File: src/rtl/msf_pkg.sv
// message slot fifo package: result codes, register indexes, shared structs
// no dependencies; used by msf_out_buf, msf_ctrl, message_slot_fifo and the tb
package msf_pkg;

  localparam int SLOTS_DEF    = 16;
  localparam int ELEM_MAX_DEF = 32;

  localparam int LEN_W   = 7;
  localparam int BYTE_W  = 8;
  localparam int CFG_IDX_W = 2;
  localparam int CFG_W   = 7;

  localparam logic [6:0] ELEM_SIZE_RST  = 7'd32;
  localparam logic [4:0] SLOT_COUNT_RST = 5'd16;

  localparam logic [CFG_IDX_W-1:0] CFG_ELEM_SIZE  = 2'd0;
  localparam logic [CFG_IDX_W-1:0] CFG_SLOT_COUNT = 2'd1;

  localparam logic OP_WRITE = 1'b0;
  localparam logic OP_READ  = 1'b1;

  localparam logic [1:0] ST_DATA   = 2'd0;
  localparam logic [1:0] ST_EMPTY  = 2'd1;
  localparam logic [1:0] ST_FULL   = 2'd2;
  localparam logic [1:0] ST_ACCEPT = 2'd3;

  typedef struct packed {
    logic [6:0] elem_size;
    logic [4:0] slot_count;
  } msf_cfg_t;

  typedef struct packed {
    logic [1:0]        status;
    logic [BYTE_W-1:0] out_byte;
    logic              byte_valid;
    logic              last;
    logic [LEN_W-1:0]  msg_length;
  } msf_res_t;

  // result stage between the sequencer and the output buffer
  typedef struct packed {
    logic     valid;
    logic     from_ram;
    msf_res_t res;
  } msf_stage_t;

  typedef struct packed {
    logic [1:0] cnt;
    logic       pop;
  } msf_buf_t;

endpackage

File: src/rtl/msf_ram.sv
// generic single-clock ram, one write port and one registered read port
// no dependencies
module msf_ram #(
  parameter int W  = 8,
  parameter int D  = 16,
  localparam int AW = (D > 1) ? $clog2(D) : 1
) (
  input  logic          clk_i,
  input  logic          we_i,
  input  logic [AW-1:0] waddr_i,
  input  logic [W-1:0]  wdata_i,
  input  logic          re_i,
  input  logic [AW-1:0] raddr_i,
  output logic [W-1:0]  rdata_o
);

  logic [W-1:0] mem [D];
  logic [W-1:0] rdata_q;

  always_ff @(posedge clk_i) begin
    if (we_i) begin
      mem[waddr_i] <= wdata_i;
    end
    if (re_i) begin
      rdata_q <= mem[raddr_i];
    end
  end

  assign rdata_o = rdata_q;

endmodule

File: src/rtl/msf_out_buf.sv
// two-entry output buffer holding finished results until the receiver takes them
// depends on msf_pkg; fed by the result stage of msf_ctrl and the byte ram
module msf_out_buf (
  input  logic                         clk_i,
  input  logic                         rst_ni,
  input  msf_pkg::msf_stage_t          stg_i,
  input  logic [msf_pkg::BYTE_W-1:0]   ram_rdata_i,
  input  logic                         out_stall_i,
  output logic                         out_valid_o,
  output msf_pkg::msf_res_t            res_o,
  output msf_pkg::msf_buf_t            buf_o
);

  logic [1:0]        cnt_q, cnt_d;
  msf_pkg::msf_res_t ent0_q, ent0_d;
  msf_pkg::msf_res_t ent1_q, ent1_d;
  msf_pkg::msf_res_t new_res;
  logic              push, pop;

  always_comb begin
    new_res = stg_i.res;
    if (stg_i.from_ram) begin
      new_res.out_byte = ram_rdata_i;
    end
  end

  assign push = stg_i.valid;
  assign pop  = (cnt_q != 2'd0) && !out_stall_i;

  always_comb begin
    cnt_d  = cnt_q;
    ent0_d = ent0_q;
    ent1_d = ent1_q;
    if (pop && push) begin
      if (cnt_q == 2'd1) begin
        ent0_d = new_res;
      end else begin
        ent0_d = ent1_q;
        ent1_d = new_res;
      end
    end else if (pop) begin
      ent0_d = ent1_q;
      cnt_d  = cnt_q - 2'd1;
    end else if (push) begin
      if (cnt_q == 2'd0) begin
        ent0_d = new_res;
      end else begin
        ent1_d = new_res;
      end
      cnt_d = cnt_q + 2'd1;
    end
  end

  always_ff @(posedge clk_i or negedge rst_ni) begin
    if (!rst_ni) begin
      cnt_q <= 2'd0;
    end else begin
      cnt_q <= cnt_d;
    end
  end

  always_ff @(posedge clk_i) begin
    ent0_q <= ent0_d;
    ent1_q <= ent1_d;
  end

  assign out_valid_o = (cnt_q != 2'd0);
  assign res_o       = ent0_q;
  assign buf_o.cnt   = cnt_q;
  assign buf_o.pop   = pop;

endmodule

File: src/rtl/msf_ctrl.sv
// ring pointers, write path and read sequencer of the message slot fifo
// depends on msf_pkg; drives the byte and length rams, feeds msf_out_buf
module msf_ctrl #(
  parameter int SLOTS    = msf_pkg::SLOTS_DEF,
  parameter int ELEM_MAX = msf_pkg::ELEM_MAX_DEF,
  localparam int PW  = (SLOTS > 1) ? $clog2(SLOTS) : 1,
  localparam int ABW = (SLOTS * ELEM_MAX > 1) ? $clog2(SLOTS * ELEM_MAX) : 1
) (
  input  logic                        clk_i,
  input  logic                        rst_ni,
  input  msf_pkg::msf_cfg_t           cfg_i,
  input  logic                        in_valid_i,
  output logic                        in_stall_o,
  input  logic                        op_i,
  input  logic [msf_pkg::BYTE_W-1:0]  data_byte_i,
  input  logic                        end_of_message_i,
  input  logic [msf_pkg::LEN_W-1:0]   read_count_i,
  input  msf_pkg::msf_buf_t           buf_i,
  output msf_pkg::msf_stage_t         stg_o,
  output logic                        byte_we_o,
  output logic [ABW-1:0]              byte_waddr_o,
  output logic [msf_pkg::BYTE_W-1:0]  byte_wdata_o,
  output logic                        byte_re_o,
  output logic [ABW-1:0]              byte_raddr_o,
  output logic                        len_we_o,
  output logic [PW-1:0]               len_waddr_o,
  output logic [msf_pkg::LEN_W-1:0]   len_wdata_o,
  output logic                        len_re_o,
  output logic [PW-1:0]               len_raddr_o,
  input  logic [msf_pkg::LEN_W-1:0]   len_rdata_i
);

  localparam int OW = $clog2(SLOTS + 1);
  localparam int EW = $clog2(ELEM_MAX + 1);

  typedef enum logic [2:0] {
    S_IDLE  = 3'b001,
    S_LEN   = 3'b010,
    S_BYTES = 3'b100
  } state_e;

  state_e               state_q, state_d;
  logic [PW-1:0]        head_q, head_d;
  logic [PW-1:0]        tail_q, tail_d;
  logic [PW-1:0]        rslot_q, rslot_d;
  logic [OW-1:0]        occ_q, occ_d;
  logic [EW-1:0]        wpos_q, wpos_d;
  logic                 drop_q, drop_d;
  logic [msf_pkg::LEN_W-1:0] rc_q, rc_d;
  logic [EW-1:0]        n_q, n_d;
  logic [EW-1:0]        idx_q, idx_d;
  msf_pkg::msf_stage_t  stg_q, stg_d;

  logic [OW-1:0]        eff_slots;
  logic [EW-1:0]        eff_elem;
  logic [PW-1:0]        head_next, tail_next;
  logic [EW-1:0]        n_calc;
  logic [2:0]           fill;
  logic                 credit;
  logic                 in_fire;
  logic                 dropping;
  logic [EW-1:0]        wpos_inc;

  // clamp the registers and work out the wrapped pointers and the read length
  always_comb begin
    int s, e, hn, tn, rn;
    s = int'(cfg_i.slot_count);
    if (s < 1) s = 1;
    if (s > SLOTS) s = SLOTS;
    e = int'(cfg_i.elem_size);
    if (e < 1) e = 1;
    if (e > ELEM_MAX) e = ELEM_MAX;
    eff_slots = OW'(s);
    eff_elem  = EW'(e);
    hn = int'(head_q) + 1;
    if (hn >= s) hn = 0;
    tn = int'(tail_q) + 1;
    if (tn >= s) tn = 0;
    head_next = PW'(hn);
    tail_next = PW'(tn);
    rn = int'(rc_q);
    if (int'(len_rdata_i) < rn) rn = int'(len_rdata_i);
    if (rn > ELEM_MAX) rn = ELEM_MAX;
    n_calc = EW'(rn);
  end

  // room for one more result once the stage and the buffer are counted
  assign fill    = 3'(buf_i.cnt) + 3'(stg_q.valid) - 3'(buf_i.pop);
  assign credit  = (fill < 3'd2);
  assign in_stall_o = !((state_q == S_IDLE) && credit);
  assign in_fire = in_valid_i && !in_stall_o;
  assign dropping = drop_q || ((wpos_q == '0) && (occ_q >= eff_slots));
  assign wpos_inc = wpos_q + EW'(1);

  always_comb begin
    state_d = state_q;
    head_d  = head_q;
    tail_d  = tail_q;
    rslot_d = rslot_q;
    occ_d   = occ_q;
    wpos_d  = wpos_q;
    drop_d  = drop_q;
    rc_d    = rc_q;
    n_d     = n_q;
    idx_d   = idx_q;
    stg_d   = '0;

    byte_we_o    = 1'b0;
    byte_waddr_o = ABW'(int'(tail_q) * ELEM_MAX + int'(wpos_q));
    byte_wdata_o = data_byte_i;
    byte_re_o    = 1'b0;
    byte_raddr_o = ABW'(int'(rslot_q) * ELEM_MAX + int'(idx_q));
    len_we_o     = 1'b0;
    len_waddr_o  = tail_q;
    len_wdata_o  = msf_pkg::LEN_W'(wpos_q);
    len_re_o     = 1'b0;
    len_raddr_o  = head_q;

    case (state_q)
      S_IDLE: begin
        if (in_fire && op_i == msf_pkg::OP_WRITE) begin
          if (dropping) begin
            drop_d = !end_of_message_i;
            if (end_of_message_i) begin
              wpos_d = '0;
              stg_d.valid          = 1'b1;
              stg_d.res.status     = msf_pkg::ST_FULL;
              stg_d.res.last       = 1'b1;
            end
          end else begin
            logic [EW-1:0] len;
            len = wpos_q;
            if (wpos_q < eff_elem) begin
              byte_we_o = 1'b1;
              len       = wpos_inc;
              wpos_d    = wpos_inc;
            end
            if (end_of_message_i) begin
              len_we_o    = 1'b1;
              len_wdata_o = msf_pkg::LEN_W'(len);
              tail_d      = tail_next;
              occ_d       = occ_q + OW'(1);
              wpos_d      = '0;
              stg_d.valid          = 1'b1;
              stg_d.res.status     = msf_pkg::ST_ACCEPT;
              stg_d.res.last       = 1'b1;
              stg_d.res.msg_length = msf_pkg::LEN_W'(len);
            end
          end
        end else if (in_fire) begin
          if (occ_q == '0) begin
            stg_d.valid      = 1'b1;
            stg_d.res.status = msf_pkg::ST_EMPTY;
            stg_d.res.last   = 1'b1;
          end else begin
            len_re_o = 1'b1;
            rslot_d  = head_q;
            rc_d     = read_count_i;
            head_d   = head_next;
            occ_d    = occ_q - OW'(1);
            state_d  = S_LEN;
          end
        end
      end
      S_LEN: begin
        n_d     = n_calc;
        idx_d   = '0;
        state_d = S_BYTES;
      end
      S_BYTES: begin
        if (credit) begin
          stg_d.valid          = 1'b1;
          stg_d.res.status     = msf_pkg::ST_DATA;
          stg_d.res.msg_length = msf_pkg::LEN_W'(n_q);
          if (n_q == '0) begin
            // zero-length read gives one empty result
            stg_d.res.last = 1'b1;
            state_d        = S_IDLE;
          end else begin
            byte_re_o            = 1'b1;
            stg_d.from_ram       = 1'b1;
            stg_d.res.byte_valid = 1'b1;
            stg_d.res.last       = (idx_q + EW'(1)) == n_q;
            idx_d                = idx_q + EW'(1);
            if ((idx_q + EW'(1)) == n_q) begin
              state_d = S_IDLE;
            end
          end
        end
      end
      default: begin
        state_d = S_IDLE;
      end
    endcase
  end

  always_ff @(posedge clk_i or negedge rst_ni) begin
    if (!rst_ni) begin
      state_q <= S_IDLE;
      head_q  <= '0;
      tail_q  <= '0;
      occ_q   <= '0;
      wpos_q  <= '0;
      drop_q  <= 1'b0;
      stg_q   <= '0;
    end else begin
      state_q <= state_d;
      head_q  <= head_d;
      tail_q  <= tail_d;
      occ_q   <= occ_d;
      wpos_q  <= wpos_d;
      drop_q  <= drop_d;
      stg_q   <= stg_d;
    end
  end

  always_ff @(posedge clk_i) begin
    rslot_q <= rslot_d;
    rc_q    <= rc_d;
    n_q     <= n_d;
    idx_q   <= idx_d;
  end

  assign stg_o = stg_q;

`ifndef SYNTHESIS
  a_occ_bound: assert property (@(posedge clk_i) disable iff (!rst_ni)
    occ_q <= OW'(SLOTS))
    else $error("slot occupancy beyond ring size");

  a_no_overflow: assert property (@(posedge clk_i) disable iff (!rst_ni)
    (stg_q.valid && buf_i.cnt == 2'd2) |-> buf_i.pop)
    else $error("result landed in a full output buffer");

  a_idx_range: assert property (@(posedge clk_i) disable iff (!rst_ni)
    (state_q == S_BYTES && n_q != '0) |-> (idx_q < n_q))
    else $error("byte index past read length");

  a_read_start: assert property (@(posedge clk_i) disable iff (!rst_ni)
    (in_fire && op_i == msf_pkg::OP_READ && occ_q != '0) |=> (state_q == S_LEN))
    else $error("read of a filled ring did not fetch the length");

  a_wpos_bound: assert property (@(posedge clk_i) disable iff (!rst_ni)
    wpos_q <= EW'(ELEM_MAX))
    else $error("write position beyond slot size");
`endif

endmodule

File: src/rtl/message_slot_fifo.sv
// message slot fifo: ring of fixed-size message slots held in two rams
// input channel: op, data_byte, end_of_message, read_count (valid/stall);
// output channel: status, out_byte, byte_valid, last, msg_length (valid/stall).
// A write transfer moves one message byte a cycle unless the input is stalled;
// only the final byte gives a result (accepted with its stored length, or full
// with no free slot as the message began), via result stage and output buffer.
// A read transfer consumes the head slot: the length ram is read, then the byte
// ram is read one address a cycle while the output buffer has room, and the
// input stays stalled until the last byte of the read has been requested.
// A zero-count read gives one empty data result; a read of an empty ring gives
// one empty status result.
// Configuration (elem_size index 0, slot_count index 1) is always ready and
// may be written only while the block is idle.
// Reset clears the ring pointers, occupancy and write position; slot contents
// stay undefined until written, so no clearing pass is needed.
// When the receiver stalls, results wait in a two-entry output buffer and the
// sequencer holds until there is room; no result is lost.
module message_slot_fifo #(
  parameter int SLOTS    = msf_pkg::SLOTS_DEF,
  parameter int ELEM_MAX = msf_pkg::ELEM_MAX_DEF
) (
  input  logic                           clk_i,
  input  logic                           rst_ni,
  input  logic                           in_valid_i,
  output logic                           in_stall_o,
  input  logic                           op_i,
  input  logic [msf_pkg::BYTE_W-1:0]     data_byte_i,
  input  logic                           end_of_message_i,
  input  logic [msf_pkg::LEN_W-1:0]      read_count_i,
  output logic                           out_valid_o,
  input  logic                           out_stall_i,
  output logic [1:0]                     status_o,
  output logic [msf_pkg::BYTE_W-1:0]     out_byte_o,
  output logic                           byte_valid_o,
  output logic                           last_o,
  output logic [msf_pkg::LEN_W-1:0]      msg_length_o,
  input  logic                           cfg_valid_i,
  output logic                           cfg_ready_o,
  input  logic [msf_pkg::CFG_IDX_W-1:0]  cfg_index_i,
  input  logic [msf_pkg::CFG_W-1:0]      cfg_data_i
);

  localparam int PW  = (SLOTS > 1) ? $clog2(SLOTS) : 1;
  localparam int ABW = (SLOTS * ELEM_MAX > 1) ? $clog2(SLOTS * ELEM_MAX) : 1;

  msf_pkg::msf_cfg_t    cfg_q, cfg_d;
  msf_pkg::msf_stage_t  stg;
  msf_pkg::msf_buf_t    buf_stat;
  msf_pkg::msf_res_t    res;

  logic                          byte_we, byte_re;
  logic [ABW-1:0]                byte_waddr, byte_raddr;
  logic [msf_pkg::BYTE_W-1:0]    byte_wdata, byte_rdata;
  logic                          len_we, len_re;
  logic [PW-1:0]                 len_waddr, len_raddr;
  logic [msf_pkg::LEN_W-1:0]     len_wdata, len_rdata;

  assign cfg_ready_o = 1'b1;

  always_comb begin
    cfg_d = cfg_q;
    if (cfg_valid_i && cfg_ready_o) begin
      case (cfg_index_i)
        msf_pkg::CFG_ELEM_SIZE:  cfg_d.elem_size  = cfg_data_i;
        msf_pkg::CFG_SLOT_COUNT: cfg_d.slot_count = cfg_data_i[4:0];
        default: ;
      endcase
    end
  end

  always_ff @(posedge clk_i or negedge rst_ni) begin
    if (!rst_ni) begin
      cfg_q.elem_size  <= msf_pkg::ELEM_SIZE_RST;
      cfg_q.slot_count <= msf_pkg::SLOT_COUNT_RST;
    end else begin
      cfg_q <= cfg_d;
    end
  end

  msf_ctrl #(
    .SLOTS    (SLOTS),
    .ELEM_MAX (ELEM_MAX)
  ) u_ctrl (
    .clk_i            (clk_i),
    .rst_ni           (rst_ni),
    .cfg_i            (cfg_q),
    .in_valid_i       (in_valid_i),
    .in_stall_o       (in_stall_o),
    .op_i             (op_i),
    .data_byte_i      (data_byte_i),
    .end_of_message_i (end_of_message_i),
    .read_count_i     (read_count_i),
    .buf_i            (buf_stat),
    .stg_o            (stg),
    .byte_we_o        (byte_we),
    .byte_waddr_o     (byte_waddr),
    .byte_wdata_o     (byte_wdata),
    .byte_re_o        (byte_re),
    .byte_raddr_o     (byte_raddr),
    .len_we_o         (len_we),
    .len_waddr_o      (len_waddr),
    .len_wdata_o      (len_wdata),
    .len_re_o         (len_re),
    .len_raddr_o      (len_raddr),
    .len_rdata_i      (len_rdata)
  );

  msf_ram #(
    .W (msf_pkg::BYTE_W),
    .D (SLOTS * ELEM_MAX)
  ) u_byte_ram (
    .clk_i   (clk_i),
    .we_i    (byte_we),
    .waddr_i (byte_waddr),
    .wdata_i (byte_wdata),
    .re_i    (byte_re),
    .raddr_i (byte_raddr),
    .rdata_o (byte_rdata)
  );

  msf_ram #(
    .W (msf_pkg::LEN_W),
    .D (SLOTS)
  ) u_len_ram (
    .clk_i   (clk_i),
    .we_i    (len_we),
    .waddr_i (len_waddr),
    .wdata_i (len_wdata),
    .re_i    (len_re),
    .raddr_i (len_raddr),
    .rdata_o (len_rdata)
  );

  msf_out_buf u_out_buf (
    .clk_i       (clk_i),
    .rst_ni      (rst_ni),
    .stg_i       (stg),
    .ram_rdata_i (byte_rdata),
    .out_stall_i (out_stall_i),
    .out_valid_o (out_valid_o),
    .res_o       (res),
    .buf_o       (buf_stat)
  );

  assign status_o     = res.status;
  assign out_byte_o   = res.out_byte;
  assign byte_valid_o = res.byte_valid;
  assign last_o       = res.last;
  assign msg_length_o = res.msg_length;

endmodule

File: config.mk
export PLATFORM = sky130hd
export DESIGN_NAME = message_slot_fifo
export DESIGN_NICKNAME = d
export VERILOG_FILES = /design/src/rtl/msf_pkg.sv /design/src/rtl/msf_ram.sv /design/src/rtl/msf_out_buf.sv /design/src/rtl/msf_ctrl.sv /design/src/rtl/message_slot_fifo.sv
export SDC_FILE = /design/constraint.sdc
export NUM_CORES = 2
export LEC_CHECK = 0
export BUFFER_PORTS_ARGS = -buffer_cell sky130_fd_sc_hd__buf_4
export CORE_MARGIN = 5
export CORE_UTILIZATION = 55
export DETAILED_ROUTE_END_ITERATION = 10
export PLACE_DENSITY = 0.7
export SYNTH_ARGS = -nofsm -noshare
export SYNTH_HDL_FRONTEND = slang
export SYNTH_HIERARCHICAL = 1
export SYNTH_MEMORY_MAX_BITS = 65536
export SYNTH_SLANG_ARGS = --single-unit
File: constraint.sdc
create_clock -name clk_i -period 5.58 [get_ports clk_i]
set_clock_uncertainty 0.2 [all_clocks]
set_input_delay 1.395 -clock clk_i [delete_from_list [all_inputs] [get_ports clk_i]]
set_output_delay 1.395 -clock clk_i [all_outputs]
set_load 0.005 [all_outputs]
==> flow_results.xml <==
<?xml version="1.0" encoding="UTF-8"?>
<metrics>
  <group name="outcome">
    <metric name="result_of_the_run" unit="">complete, but fails checks</metric>
    <metric name="failing_checks" unit="">capacitance limit, slew limit</metric>
  </group>
  <group name="clock_network">
    <metric name="root_buf_cell" unit="">sky130_fd_sc_hd__clkbuf_16</metric>
    <metric name="cts_inserted_buffers" unit="">423</metric>
    <metric name="hold_buffers" unit="">0</metric>
    <metric name="clock_tree.buffer_depth" unit="">4</metric>
    <metric name="clk-insertion-delay-late" unit="ps">950</metric>
    <metric name="tritoncts_clock_tree" unit="">built</metric>
    <metric name="cts_sinks" unit="">4332</metric>
    <metric name="clk_pin_slew_worst_paths" unit="ps">60</metric>
    <metric name="number_of_h_tree_levels" unit="">5</metric>
  </group>
  <group name="timing">
    <metric name="fmaxAchievable" unit="MHz">187</metric>
    <metric name="post-route-worst-setup-slack" unit="ps">222</metric>
    <metric name="final.setup.tns" unit="ps">0</metric>
    <metric name="final-setup-viol-count" unit="">0</metric>
    <metric name="grt_setup_unrepaired" unit="">no</metric>
    <metric name="finalHoldViolations" unit="">0</metric>
    <metric name="timing_worst_slew_pin_value" unit="ps">1510</metric>
    <metric name="post-route-period-util" unit="">0.960</metric>
    <metric name="drv_slew" unit="">2</metric>
    <metric name="worst_slew_margin_rel" unit="">-0.0146</metric>
    <metric name="period_needed" unit="ps">5360</metric>
  </group>
  <group name="logic_synthesis">
    <metric name="synthMostInstantiatedCell" unit="">sky130_fd_sc_hd__edfxtp_1</metric>
    <metric name="synth_area_leaders" unit="">sky130_fd_sc_hd__edfxtp_1 75%, sky130_fd_sc_hd__mux4_2 8.8%, sky130_fd_sc_hd__mux2i_1 4.7%</metric>
    <metric name="synth_seq_cells" unit="">4332</metric>
    <metric name="async_flop_share" unit="">0.0111</metric>
    <metric name="syn_area" unit="um^2">171000</metric>
    <metric name="syn-mean-instance-area" unit="um^2">19.5</metric>
    <metric name="synth_edf_count" unit="">4284</metric>
    <metric name="yosys.cell_types.count" unit="">84</metric>
    <metric name="synth_commonest_cells" unit="">4284 x sky130_fd_sc_hd__edfxtp_1, 801 x sky130_fd_sc_hd__mux2i_1, 665 x sky130_fd_sc_hd__mux4_2</metric>
    <metric name="synth.yosys.seq_area_share" unit="">0.761</metric>
    <metric name="post-synth-top-area-fraction" unit="">0.754</metric>
    <metric name="yosys.area.top_type" unit="">sky130_fd_sc_hd__edfxtp_1</metric>
    <metric name="synthesis.instances" unit="">8741</metric>
    <metric name="dominantRegCellSynth" unit="">sky130_fd_sc_hd__edfxtp_1</metric>
    <metric name="yosys_warnings" unit="">6</metric>
  </group>
  <group name="floorplan">
    <metric name="die_y" unit="um">567</metric>
    <metric name="die-area" unit="um^2">322000</metric>
    <metric name="die_width" unit="um">567</metric>
    <metric name="initial_utilization" unit="">0.552</metric>
    <metric name="boundaryPins" unit="">53</metric>
    <metric name="core_area" unit="um^2">309000</metric>
    <metric name="rows" unit="">204</metric>
  </group>
  <group name="power_and_ir_drop">
    <metric name="static-leakage-power" unit="nW">68.3</metric>
    <metric name="powerDensity" unit="nW/um^2">362</metric>
    <metric name="total_power" unit="W">0.0705</metric>
    <metric name="ir_drop" unit="uV">484</metric>
  </group>
  <group name="setup_path">
    <metric name="reg_to_reg_start" unit="">u_ctrl/idx_q[5]$_SDFFCE_PP0P_</metric>
    <metric name="startpoint" unit="">u_out_buf/cnt_q[0]$_DFFE_PN0P_</metric>
    <metric name="critical_path_required" unit="ps">3980</metric>
    <metric name="cell_depth_of_the_worst_setup_path" unit="">10</metric>
    <metric name="crit_path_end" unit="">in_stall_o</metric>
    <metric name="timing.critical_path.slowest_cell_delay" unit="ps">670</metric>
    <metric name="arrival" unit="ps">3760</metric>
    <metric name="crit_path_start_kind" unit="">flop</metric>
    <metric name="crit_buf_inv" unit="">2</metric>
    <metric name="path_cells" unit="">inv_1 -&gt; ha_4 -&gt; nor2_4 -&gt; ha_1 -&gt; nand2b_1 -&gt; fa_1 -&gt; xor2_1 -&gt; nand2b_4 -&gt; or4b_2 -&gt; buf_4</metric>
    <metric name="critical_path.endpoint_type" unit="">primary output</metric>
    <metric name="cpMaxStageDelayCell" unit="">sky130_fd_sc_hd__or4b_2</metric>
    <metric name="timing.rr.end" unit="">u_byte_ram/rdata_o[0]$_DFFE_PP_</metric>
    <metric name="timing.reg2reg.worst_path_depth" unit="">12</metric>
    <metric name="timing_worst_setup_path_type" unit="">reg -&gt; out</metric>
    <metric name="crit_path_max_delay_family" unit="">simple AND/OR/NAND/NOR gates</metric>
    <metric name="highest_fanout_seen_on_the_critical_path" unit="">5</metric>
    <metric name="worst-r2r-setup-slack" unit="ps">260</metric>
  </group>
  <group name="routing">
    <metric name="dr.first_iter.drc_count" unit="">12000</metric>
    <metric name="drt_pre_antenna_iters" unit="">6</metric>
    <metric name="wire_per_inst" unit="um">30.6</metric>
    <metric name="detail_route.wirelength" unit="um">431000</metric>
    <metric name="routed-via-count" unit="">90800</metric>
    <metric name="residual_drc_count" unit="">0</metric>
    <metric name="route.detailed.vias_per_inst" unit="">6.44</metric>
    <metric name="detail-route-antenna-nets" unit="">0</metric>
  </group>
  <group name="place">
    <metric name="pre_cts_ws" unit="ps">-108</metric>
    <metric name="placement.io_buffers" unit="">51</metric>
    <metric name="globalplace.congestion" unit="">0.932</metric>
    <metric name="dp_hpwl" unit="um">267000</metric>
    <metric name="placed_cells_incl_taps" unit="">13300</metric>
    <metric name="dpl-instance-area" unit="um^2">181000</metric>
  </group>
  <group name="global_route">
    <metric name="grt_first_pass_wirelength" unit="um">627000</metric>
    <metric name="gr-total-overflow" unit="">0</metric>
    <metric name="antenna_found_initial" unit="">13</metric>
    <metric name="grt_pass1_vias" unit="">90900</metric>
    <metric name="grt_max_degree" unit="">150</metric>
    <metric name="grt_util_all_layers" unit="">0.265</metric>
  </group>
  <group name="min_path">
    <metric name="hold-path-cell-count" unit="">0</metric>
    <metric name="worst_hold_path_type" unit="">reg -&gt; reg</metric>
  </group>
  <group name="final_layout">
    <metric name="nFillCells" unit="">20500</metric>
    <metric name="finalNonFillerCells" unit="">14100</metric>
    <metric name="finish.net_count" unit="">9689</metric>
    <metric name="finalInstanceArea" unit="um^2">195000</metric>
    <metric name="layout-drive-gt1-share" unit="">0.238</metric>
    <metric name="area_delta_synth_final" unit="%">14.2</metric>
  </group>
  <group name="job">
    <metric name="max_cap_check_violation_count" unit="">2</metric>
  </group>
</metrics>
## flip-flops by register name (all words and copies together) (netlist names)
signal / count
u_byte_ram/mem: 4096
u_len_ram/mem: 112
u_out_buf/ent1_q: 19
u_out_buf/res_o: 19
cfg_q: 12
u_ctrl/stg_o: 11
u_byte_ram/rdata_o: 8
u_ctrl/rc_q: 7
u_len_ram/rdata_o: 7
u_ctrl/idx_q: 6
u_ctrl/n_q: 6
u_ctrl/wpos_q: 6
u_ctrl/occ_q: 5
u_ctrl/len_raddr_o: 4
u_ctrl/len_waddr_o: 4
u_ctrl/rslot_q: 4
u_ctrl/state_q: 3
u_out_buf/cnt_q: 2
u_ctrl/drop_q: 1
## metal layers
metal,track usage,share of wire,vias up
li1,-,-,37900
met1,0.368,0.37,46800
met2,0.420,0.48,5147
met3,0.0555,0.10,890
met4,0.0980,0.043,6
met5,0,0.000090,-
## cell type report
type	count	area [um^2]	area share
clock buffer	508	11000	0.0563
clock inverter	272	2650	0.0136
sequential	4332	130000	0.666
multi-input combinational	3824	37700	0.193
inverter	32	128	0.000654
tap	4120	5150	0.0264
timing repair buffer	1002	8550	0.0438
antenna	4	10.0	0.0000513
## logic make-up (layout without fill, tap and decap cells)
family,Yosys count,after routing,share of synthesized area
AOI/OAI and AO/OA,1062,1062,0.0440
xor gates and xnor gates,36,36,0.00202
adders and majority gates,43,43,0.00324
buffers and inverters,594,1814,0.0201
DFF,4332,4332,0.761
muxes,1526,1526,0.140
other,2,15,0.0000440
and+or+nand+nor,1146,1146,0.0297
## per-stage QoR
| step | hold slack (ps) | util |
|---|---|---|
| floorplan | 219 | - |
| global placement | 232 | 0.587 |
| detailed placement | 234 | 0.587 |
| CTS | 249 | 0.631 |
| global route | 258 | 0.631 |
| finish | 251 | 0.631 |
## timing repair
action,CTS,global route
buffers inserted,0,2
endpoints found under the hold margin,0,0
pin swaps,0,0
gates resized for setup,4,1
setup endpoints to repair,2,1
## placed cells by master (no fill, tap or decap), types with 23 or more instances in the layout
master and instances:
sky130_fd_sc_hd__buf_4 916, sky130_fd_sc_hd__nor2_1 638, sky130_fd_sc_hd__mux2_2 33, sky130_fd_sc_hd__nand2_1 141, sky130_fd_sc_hd__o22ai_1 166, sky130_fd_sc_hd__clkbuf_16 426
sky130_fd_sc_hd__o21ai_0 131, sky130_fd_sc_hd__ha_1 40, sky130_fd_sc_hd__xnor2_1 23, sky130_fd_sc_hd__clkinv_1 97, sky130_fd_sc_hd__dfrtp_1 43, sky130_fd_sc_hd__clkbuf_1 80
sky130_fd_sc_hd__mux4_2 665, sky130_fd_sc_hd__nor3_1 121, sky130_fd_sc_hd__bufinv_16 35, sky130_fd_sc_hd__a22oi_1 76, sky130_fd_sc_hd__clkinv_2 91, sky130_fd_sc_hd__nand3_1 49
sky130_fd_sc_hd__o221ai_1 372, sky130_fd_sc_hd__edfxtp_1 4284, sky130_fd_sc_hd__nor4_1 40, sky130_fd_sc_hd__buf_12 77, sky130_fd_sc_hd__inv_1 29, sky130_fd_sc_hd__nand4_1 32
sky130_fd_sc_hd__a21oi_1 208, sky130_fd_sc_hd__mux2i_1 800
## report_power, final
part	leakage, nW	switching [W]	internal [W]
Sequential	39.1	0.000340	0.0361
Combinational	22.6	0.00425	0.00191
Clock	6.63	0.0122	0.0157
## worst min-delay path by stage
stage                                   start                       endpoint  slack, ps
floorplan           u_ctrl/stg_o[0]$_DFF_PN0_  u_out_buf/ent1_q[0]$_DFFE_PP_        220
global placement    u_ctrl/stg_o[0]$_DFF_PN0_  u_out_buf/ent1_q[0]$_DFFE_PP_        230
detailed placement  u_ctrl/stg_o[3]$_DFF_PN0_  u_out_buf/ent1_q[3]$_DFFE_PP_        230
CTS                 u_ctrl/stg_o[7]$_DFF_PN0_  u_out_buf/ent1_q[7]$_DFFE_PP_        250
global route        u_ctrl/stg_o[7]$_DFF_PN0_  u_out_buf/ent1_q[7]$_DFFE_PP_        260
finish              u_ctrl/stg_o[3]$_DFF_PN0_  u_out_buf/ent1_q[3]$_DFFE_PP_        250
Power figures use the tool's default switching activity.
